### src/hdl/sccb_wm_pkg.sv
// ----------------------------------------------------------------------------
// sccb write master package
// shared types, register indexes and reset values
// ----------------------------------------------------------------------------
package sccb_wm_pkg;

  localparam int CFG_INDEX_W = 2;
  localparam int CFG_DATA_W  = 24;

  localparam logic [CFG_INDEX_W-1:0] REG_DEVICE_ADDRESS = 2'd0;
  localparam logic [CFG_INDEX_W-1:0] REG_PHASE_TICKS    = 2'd1;
  localparam logic [CFG_INDEX_W-1:0] REG_GAP_TICKS      = 2'd2;

  localparam logic [7:0]  DEVICE_ADDRESS_RST = 8'h78;
  localparam logic [15:0] PHASE_TICKS_RST    = 16'd1000;
  localparam logic [23:0] GAP_TICKS_RST      = 24'd200000;

  localparam logic [3:0] BIT_LAST  = 4'd8;
  localparam logic [1:0] BYTE_LAST = 2'd3;
  localparam logic [3:0] PINS_IDLE = 4'hF;

  typedef struct packed {
    logic [7:0]  device_address;
    logic [15:0] phase_ticks;
    logic [23:0] gap_ticks;
  } cfg_t;

  typedef struct packed {
    logic        action;
    logic        camera;
    logic [15:0] reg_addr;
    logic [7:0]  write_data;
  } req_t;

  typedef struct packed {
    logic left_clock;
    logic left_data;
    logic right_clock;
    logic right_data;
    logic busy_res;
    logic done_res;
  } res_t;

  typedef enum logic [8:0] {
    ST_IDLE   = 9'b000000001,
    ST_START1 = 9'b000000010,
    ST_START2 = 9'b000000100,
    ST_START3 = 9'b000001000,
    ST_BYTE   = 9'b000010000,
    ST_STOP1  = 9'b000100000,
    ST_STOP2  = 9'b001000000,
    ST_STOP3  = 9'b010000000,
    ST_GAP    = 9'b100000000
  } state_t;

  typedef enum logic [1:0] {
    SUB_DATA = 2'd0,
    SUB_HIGH = 2'd1,
    SUB_LOW  = 2'd2
  } sub_t;

endpackage

### src/hdl/sccb_register_write_master.sv
// ----------------------------------------------------------------------------
// sccb register write master
// bit-timed write master for two camera buses, one beat in, one beat out
// ----------------------------------------------------------------------------
//  channel   signals                                   direction
//  input     in_valid/in_ready, action, camera,        in
//            reg_addr, write_data
//  result    out_valid/out_ready, left_clock,          out
//            left_data, right_clock, right_data,
//            busy_res, done_res
//  config    cfg_write, cfg_index, cfg_data            in
//
//  one beat per cycle sustained unless the result stalls; a beat reaches
//  the result port via the input register, then the step logic into the
//  result register. the step counter compare and pin update are combinational.
//  rst is synchronous and clears sequencer, counters and pins (all high).
//  a stalled result holds the step logic; the input register takes one more.
// ----------------------------------------------------------------------------
module sccb_register_write_master (
  input  logic                                clk,
  input  logic                                rst,
  input  logic                                in_valid,
  output logic                                in_ready,
  input  logic                                action,
  input  logic                                camera,
  input  logic [15:0]                         reg_addr,
  input  logic [7:0]                          write_data,
  output logic                                out_valid,
  input  logic                                out_ready,
  output logic                                left_clock,
  output logic                                left_data,
  output logic                                right_clock,
  output logic                                right_data,
  output logic                                busy_res,
  output logic                                done_res,
  input  logic                                cfg_write,
  input  logic [sccb_wm_pkg::CFG_INDEX_W-1:0] cfg_index,
  input  logic [sccb_wm_pkg::CFG_DATA_W-1:0]  cfg_data
);
  import sccb_wm_pkg::*;

  cfg_t cfg;
  req_t in_item;
  req_t s1_item;
  res_t out_item;
  logic s1_valid;
  logic s1_ready;

  assign in_item.action     = action;
  assign in_item.camera     = camera;
  assign in_item.reg_addr   = reg_addr;
  assign in_item.write_data = write_data;

  sccb_wm_cfg u_cfg (
    .clk       (clk),
    .rst       (rst),
    .cfg_write (cfg_write),
    .cfg_index (cfg_index),
    .cfg_data  (cfg_data),
    .cfg       (cfg)
  );

  sccb_wm_in_reg u_in_reg (
    .clk      (clk),
    .rst      (rst),
    .in_valid (in_valid),
    .in_ready (in_ready),
    .in_item  (in_item),
    .s1_valid (s1_valid),
    .s1_ready (s1_ready),
    .s1_item  (s1_item)
  );

  sccb_wm_core u_core (
    .clk       (clk),
    .rst       (rst),
    .cfg       (cfg),
    .s1_valid  (s1_valid),
    .s1_ready  (s1_ready),
    .s1_item   (s1_item),
    .out_valid (out_valid),
    .out_ready (out_ready),
    .out_item  (out_item)
  );

  assign left_clock  = out_item.left_clock;
  assign left_data   = out_item.left_data;
  assign right_clock = out_item.right_clock;
  assign right_data  = out_item.right_data;
  assign busy_res    = out_item.busy_res;
  assign done_res    = out_item.done_res;

endmodule

### src/hdl/sccb_wm_cfg.sv
// ----------------------------------------------------------------------------
// sccb write master configuration registers
// device address, step length and settling gap, written by index
// ----------------------------------------------------------------------------
module sccb_wm_cfg (
  input  logic                                clk,
  input  logic                                rst,
  input  logic                                cfg_write,
  input  logic [sccb_wm_pkg::CFG_INDEX_W-1:0] cfg_index,
  input  logic [sccb_wm_pkg::CFG_DATA_W-1:0]  cfg_data,
  output sccb_wm_pkg::cfg_t                   cfg
);
  import sccb_wm_pkg::*;

  always_ff @(posedge clk) begin
    if (rst) begin
      cfg.device_address <= DEVICE_ADDRESS_RST;
      cfg.phase_ticks    <= PHASE_TICKS_RST;
      cfg.gap_ticks      <= GAP_TICKS_RST;
    end else if (cfg_write) begin
      unique case (cfg_index)
        REG_DEVICE_ADDRESS: cfg.device_address <= cfg_data[7:0];
        REG_PHASE_TICKS:    cfg.phase_ticks    <= cfg_data[15:0];
        REG_GAP_TICKS:      cfg.gap_ticks      <= cfg_data[23:0];
        default:            ;
      endcase
    end
  end

endmodule

### src/hdl/sccb_wm_in_reg.sv
// ----------------------------------------------------------------------------
// sccb write master input register
// holds one request or tick beat in front of the step logic
// ----------------------------------------------------------------------------
module sccb_wm_in_reg (
  input  logic               clk,
  input  logic               rst,
  input  logic               in_valid,
  output logic               in_ready,
  input  sccb_wm_pkg::req_t  in_item,
  output logic               s1_valid,
  input  logic               s1_ready,
  output sccb_wm_pkg::req_t  s1_item
);
  import sccb_wm_pkg::*;

  assign in_ready = !s1_valid || s1_ready;

  always_ff @(posedge clk) begin
    if (rst) begin
      s1_valid <= 1'b0;
    end else if (in_ready) begin
      s1_valid <= in_valid;
    end
  end

  always_ff @(posedge clk) begin
    if (in_valid && in_ready) begin
      s1_item <= in_item;
    end
  end

endmodule

### src/hdl/sccb_wm_core.sv
// ----------------------------------------------------------------------------
// sccb write master step logic
// sequencer state, tick counter, shift byte and the result register
// ----------------------------------------------------------------------------
module sccb_wm_core (
  input  logic               clk,
  input  logic               rst,
  input  sccb_wm_pkg::cfg_t  cfg,
  input  logic               s1_valid,
  output logic               s1_ready,
  input  sccb_wm_pkg::req_t  s1_item,
  output logic               out_valid,
  input  logic               out_ready,
  output sccb_wm_pkg::res_t  out_item
);
  import sccb_wm_pkg::*;

  state_t      state, state_next;
  sub_t        sub, sub_next;
  logic [3:0]  bit_idx, bit_idx_next;
  logic [1:0]  which, which_next;
  logic [23:0] tick, tick_next;
  logic [23:0] tick_inc;
  logic [7:0]  shift, shift_next;
  logic [23:0] req, req_next;
  logic        bus, bus_next;
  logic        busy, busy_next;
  logic [3:0]  pins, pins_next;
  logic        done;
  logic        enter;
  logic        fire;
  logic        clk_cur, dat_cur, clk_n, dat_n;
  logic [7:0]  load_byte;

  assign s1_ready = !out_valid || out_ready;
  assign fire     = s1_valid && s1_ready;
  assign tick_inc = tick + 24'd1;

  // sequencer and counters
  always_comb begin
    state_next   = state;
    sub_next     = sub;
    bit_idx_next = bit_idx;
    which_next   = which;
    tick_next    = tick;
    req_next     = req;
    bus_next     = bus;
    busy_next    = busy;
    done         = 1'b0;
    enter        = 1'b0;
    if (s1_item.action) begin
      if (!busy) begin
        bus_next   = s1_item.camera;
        req_next   = {s1_item.reg_addr, s1_item.write_data};
        busy_next  = 1'b1;
        state_next = ST_START1;
        tick_next  = '0;
        enter      = 1'b1;
      end
    end else if (busy) begin
      tick_next = tick_inc;
      if (state == ST_GAP) begin
        if (tick_inc >= cfg.gap_ticks) begin
          busy_next  = 1'b0;
          state_next = ST_IDLE;
          tick_next  = '0;
          done       = 1'b1;
        end
      end else if (tick_inc >= {8'd0, cfg.phase_ticks}) begin
        tick_next = '0;
        enter     = 1'b1;
        unique case (state)
          ST_START1: state_next = ST_START2;
          ST_START2: state_next = ST_START3;
          ST_START3: begin
            state_next   = ST_BYTE;
            which_next   = '0;
            bit_idx_next = '0;
            sub_next     = SUB_DATA;
          end
          ST_BYTE: begin
            unique case (sub)
              SUB_DATA: sub_next = SUB_HIGH;
              SUB_HIGH: sub_next = SUB_LOW;
              default: begin
                sub_next = SUB_DATA;
                if (bit_idx == BIT_LAST) begin
                  bit_idx_next = '0;
                  if (which == BYTE_LAST) begin
                    state_next = ST_STOP1;
                  end else begin
                    which_next = which + 2'd1;
                  end
                end else begin
                  bit_idx_next = bit_idx + 4'd1;
                end
              end
            endcase
          end
          ST_STOP1: state_next = ST_STOP2;
          ST_STOP2: state_next = ST_STOP3;
          ST_STOP3: state_next = ST_GAP;
          default:  state_next = state;
        endcase
      end
    end
  end

  // pin levels for the step being entered
  always_comb begin
    unique case (which_next)
      2'd0:    load_byte = cfg.device_address;
      2'd1:    load_byte = req_next[23:16];
      2'd2:    load_byte = req_next[15:8];
      default: load_byte = req_next[7:0];
    endcase
    clk_cur    = bus_next ? pins[1] : pins[3];
    dat_cur    = bus_next ? pins[0] : pins[2];
    clk_n      = clk_cur;
    dat_n      = dat_cur;
    shift_next = shift;
    if (enter) begin
      unique case (state_next)
        ST_START1: begin
          clk_n = 1'b1;
          dat_n = 1'b1;
        end
        ST_START2: dat_n = 1'b0;
        ST_START3: clk_n = 1'b0;
        ST_BYTE: begin
          unique case (sub_next)
            SUB_DATA: begin
              if (bit_idx_next == '0) begin
                shift_next = load_byte;
              end
              dat_n = (bit_idx_next == BIT_LAST) ? 1'b0 : shift_next[7];
            end
            SUB_HIGH: clk_n = 1'b1;
            default: begin
              clk_n = 1'b0;
              if (bit_idx_next != BIT_LAST) begin
                shift_next = {shift[6:0], 1'b0};
              end
            end
          endcase
        end
        ST_STOP1: dat_n = 1'b0;
        ST_STOP2: clk_n = 1'b1;
        ST_STOP3: dat_n = 1'b1;
        default:  ;
      endcase
      pins_next = bus_next ? {2'b11, clk_n, dat_n} : {clk_n, dat_n, 2'b11};
    end else begin
      pins_next = pins;
    end
  end

  always_ff @(posedge clk) begin
    if (rst) begin
      state   <= ST_IDLE;
      sub     <= SUB_DATA;
      bit_idx <= '0;
      which   <= '0;
      tick    <= '0;
      shift   <= '0;
      req     <= '0;
      bus     <= 1'b0;
      busy    <= 1'b0;
      pins    <= PINS_IDLE;
    end else if (fire) begin
      state   <= state_next;
      sub     <= sub_next;
      bit_idx <= bit_idx_next;
      which   <= which_next;
      tick    <= tick_next;
      shift   <= shift_next;
      req     <= req_next;
      bus     <= bus_next;
      busy    <= busy_next;
      pins    <= pins_next;
    end
  end

  // result register
  always_ff @(posedge clk) begin
    if (rst) begin
      out_valid <= 1'b0;
    end else if (s1_ready) begin
      out_valid <= s1_valid;
    end
  end

  always_ff @(posedge clk) begin
    if (fire) begin
      out_item.left_clock  <= pins_next[3];
      out_item.left_data   <= pins_next[2];
      out_item.right_clock <= pins_next[1];
      out_item.right_data  <= pins_next[0];
      out_item.busy_res    <= busy_next;
      out_item.done_res    <= done;
    end
  end

endmodule

### config.mk
export PLATFORM = sky130hd
export DESIGN_NAME = sccb_register_write_master
export DESIGN_NICKNAME = d
export VERILOG_FILES = /design/src/hdl/sccb_wm_pkg.sv /design/src/hdl/sccb_register_write_master.sv /design/src/hdl/sccb_wm_cfg.sv /design/src/hdl/sccb_wm_in_reg.sv /design/src/hdl/sccb_wm_core.sv
export SDC_FILE = /design/constraint.sdc
export NUM_CORES = 1
export LEC_CHECK = 0
export BUFFER_PORTS_ARGS = -buffer_cell sky130_fd_sc_hd__buf_4
export CORE_MARGIN = 2
export CORE_UTILIZATION = 50
export DETAILED_ROUTE_END_ITERATION = 7
export PLACE_DENSITY = 0.68
export SYNTH_ARGS = -nofsm -noshare
export SYNTH_HDL_FRONTEND = slang
export SYNTH_SLANG_ARGS = --single-unit
export TNS_END_PERCENT = 20
### constraint.sdc
create_clock -name clk -period 5.4 [get_ports clk]
set_clock_uncertainty 0.15 [all_clocks]
set_input_delay 0.54 -clock clk [delete_from_list [all_inputs] [get_ports clk]]
set_output_delay 0.54 -clock clk [all_outputs]
set_load 0.1 [all_outputs]
==> out/metrics.csv <==
metric,value,unit
status,finished clean,
hold buffer count at cts,0,
Netlist cell types,80,
Worst slew margin,21.76,%
DRT Pass-1 Iters,5,
Clock Latency Late Sink,440,ps
Syn. warnings,0,
vias in the first global route,7245,
clock buffer depth,2,
Die Wd,138.2,um
Post-synth EDFFs,32,
CTS tree,yes,
HP Start,reg_addr[1],
Mapped Avg Cell Area,8.388,sq um
drt drc,0,
Util after Layout,58.24,%
CP Launch Type,flip-flop,
DR WL met2,9.993,mm
grt ovf,0,
"worst slack, placed",57.43,ps
sequential-to-total area share from yosys stat,39.37,%
CP Capture Point,u_core.out_item[5],
clock root buffer,clkbuf_16,
Post-Route WL,22.43,mm
NetSw,0.7154,mW
reg2reg start,u_core.tick[5],
Fin. Hold Viols,0,
Fin Setup TNS,0,ps
switch share,26.71,%
P_leak,3.972,nW
crit end category,flip-flop,
Gate power share,7.7,%
"FF+latch count, synth",161,
cell count after synthesis,1073,
DP HPWL,16.11,mm
initial DRC count,751,
clock share of power,44.4,%
r2r worst-path depth,19,
port bufs,64,
crit share post-route,94.84,%
fraction of registers with async set/reset,0,%
Peak VDD IR,0.2121,mV
die area,19090,sq um
Nets,1227,
Worst Setup Path Type,reg -> reg,
Routed met3 length,1.040,mm
Pint,1.963,mW
Antenna Cells,0,
Starting Density,50.45,%
PD cells,257.8,nW/um^2
Synth top area share,28.69,%
gpl congestion,0.9476,
CP required,5440,ps
Post-synth top flop,dfxtp_1,
share of power burned in registers,47.8,%
R2R Path End,u_core.out_item[5],
wire length per cell,16.38,um
area grow syn2layout,15.45,%
top sig layer,met4,
crit-path max FO,6,
RSZ-0062 raised after global routing,false,
Hold WS,122.6,ps
Vias/cell,5.797,
M1 wire length,10.97,mm
Max Slew Vio Count,0,
Worst EP arrival,5160,ps
HP Class,in -> reg,
Synth Cell Area,9000,sq um
initial antenna violation count,0,
Boundary Pins,65,
Core Area,17840,sq um
Tot GR Track Use,23.56,%
height of the die,138.2,um
first-pass GRT wire length,36.98,mm
total power after layout,2.679,mW
crit path from,u_core.tick[5],
Slew @ Worst Pin,1174,ps
R2R Setup Slk,280,ps
H-tree levels,4,
min Tclk post-route,5121,ps
largest net degree at the start of global routing,90,
CTS buffer count,17,
Yosys top cell by area,dfxtp_1,
dominant cells by area after synthesis,"dfxtp_1 (29%), edfxtp_1 (11%), nand2_1 (7.5%)",
final antenna-violating net count,0,
Worst-path clk slew,80,ps
Row Count,49,
number of max-cap violations,0,
fmax,195.3,MHz
final setup vio count,0,
routed vias,7936,
share of layout cells above drive strength 1,15.00,%
CTS Sinks,161,
post-route setup slack,278.6,ps
syn nets,1173,
[state kept, by name, indices dropped and copies added, names as in the netlist]
name / cells
u_cfg.cfg: 48
u_in_reg.s1_item: 26
u_core.req: 24
u_core.tick: 24
u_core.state: 9
u_core.shift: 8
u_core.out_item: 6
u_core.bit_idx: 4
u_core.pins: 4
u_core.sub: 2
u_core.which: 2
u_core.bus: 1
u_core.busy: 1
u_core.out_valid: 1
u_in_reg.s1_valid: 1
[power by group through the flow]
stage               Combinational, mW  Clock [mW]  Sequential (mW)
global placement                0.204           0             1.31
CTS                             0.207        1.21             1.28
finish                          0.207        1.19             1.28
global route                    0.230        1.25             1.28
floorplan                       0.123           0             1.31
detailed placement              0.206           0             1.31
[worst max-delay path, stage by stage (launching register included)]
cell	delay, ps
dfxtp_1	450
nand3_2	180
nor2_2	250
and3_1	210
nand2_1	60
nor2_1	230
xor2_1	230
ha_1	280
a21o_1	180
a21o_1	170
a21oi_1	130
nand4b_1	110
buf_4	170
o41ai_2	620
nor2_1	140
o31ai_2	470
and4bb_4	330
o21ai_0	120
o311ai_2	200
o22a_1	210
[cell usage after synthesis, drive strengths merged, types with 12 or more instances]
| master | number |
|---|---|
| ha | 43 |
| a22oi | 18 |
| a31oi | 12 |
| nor2 | 92 |
| and3 | 16 |
| nand3 | 23 |
| nor3 | 27 |
| a21o | 12 |
| nand2 | 181 |
| nand4 | 16 |
| a211oi | 15 |
| o21ai | 25 |
| inv | 54 |
| a211o | 18 |
| clkbuf | 53 |
| xnor2 | 18 |
| edfxtp | 32 |
| a21oi | 105 |
| dfxtp | 129 |
[repair_timing]
action	4_1_cts	5_1_grt
endpoints found under the setup margin	0	16
buffers inserted	0	2
gates resized for setup	0	7
[layout make-up]
cell class / instances / area, sq um
Fill cell: 1614 / 7451
Multi-Input combinational cell: 795 / 5034
Sequential cell: 161 / 3543
Timing Repair Buffer: 98 / 735.7
Clock buffer: 17 / 425.4
Tap cell: 229 / 286.5
Inverter: 54 / 202.7
Clock inverter: 15 / 162.7
[routing by layer]
metal / GRT usage, % / vias up
li1: - / 3973
met1: 34.26 / 3729
met2: 35.75 / 199
met3: 3.949 / 35
met4: 7.948 / 0
met5: 0 / -
[through the flow]
step	instances	instance area (sq um)
after global placement	1335	9751
after detailed placement	1335	9751
after floorplan	1073	9000
final	1369	10390
after global routing	1369	10390
after CTS	1367	10340
[worst min path at each step]
| stage | to | slack [ps] | cells past startpoint |
|---|---|---|---|
| 2_1_floorplan | u_core.req[15] | 280 | 2 |
| 3_3_place_gp | u_cfg.cfg[1] | 290 | 2 |
| 3_5_place_dp | u_core.req[4] | 300 | 2 |
| 4_1_cts | u_in_reg.s1_item[9] | 110 | 1 |
| 5_1_grt | u_in_reg.s1_item[9] | 110 | 1 |
| 6_report | u_in_reg.s1_item[9] | 120 | 1 |
[cell families after synthesis]
family	count (synthesis)	synth area share, %
buf+inv	117	5.102
compound gates	274	20.87
fa+ha+maj	43	5.978
xor+xnor	27	2.628
mux	24	3.740
flops	161	39.37
simple gates	427	22.31
[layout by cell type, fill, tap and decap left out, types with 12 or more instances in the layout]
master,Yosys,final
ha_1,43,43
a22oi_1,17,17
a211o_1,18,18
a21o_1,12,12
nor3_1,27,26
nand2_1,180,180
and3_1,15,15
inv_1,54,54
edfxtp_1,32,32
a211oi_1,15,15
dfxtp_1,129,129
buf_4,1,98
nand3_1,22,22
a21oi_1,105,104
clkbuf_16,0,17
nand4_1,16,16
nor2_1,92,91
a31oi_1,12,12
o21ai_0,25,24
xnor2_1,18,18
Power figures use the tool's default switching activity.
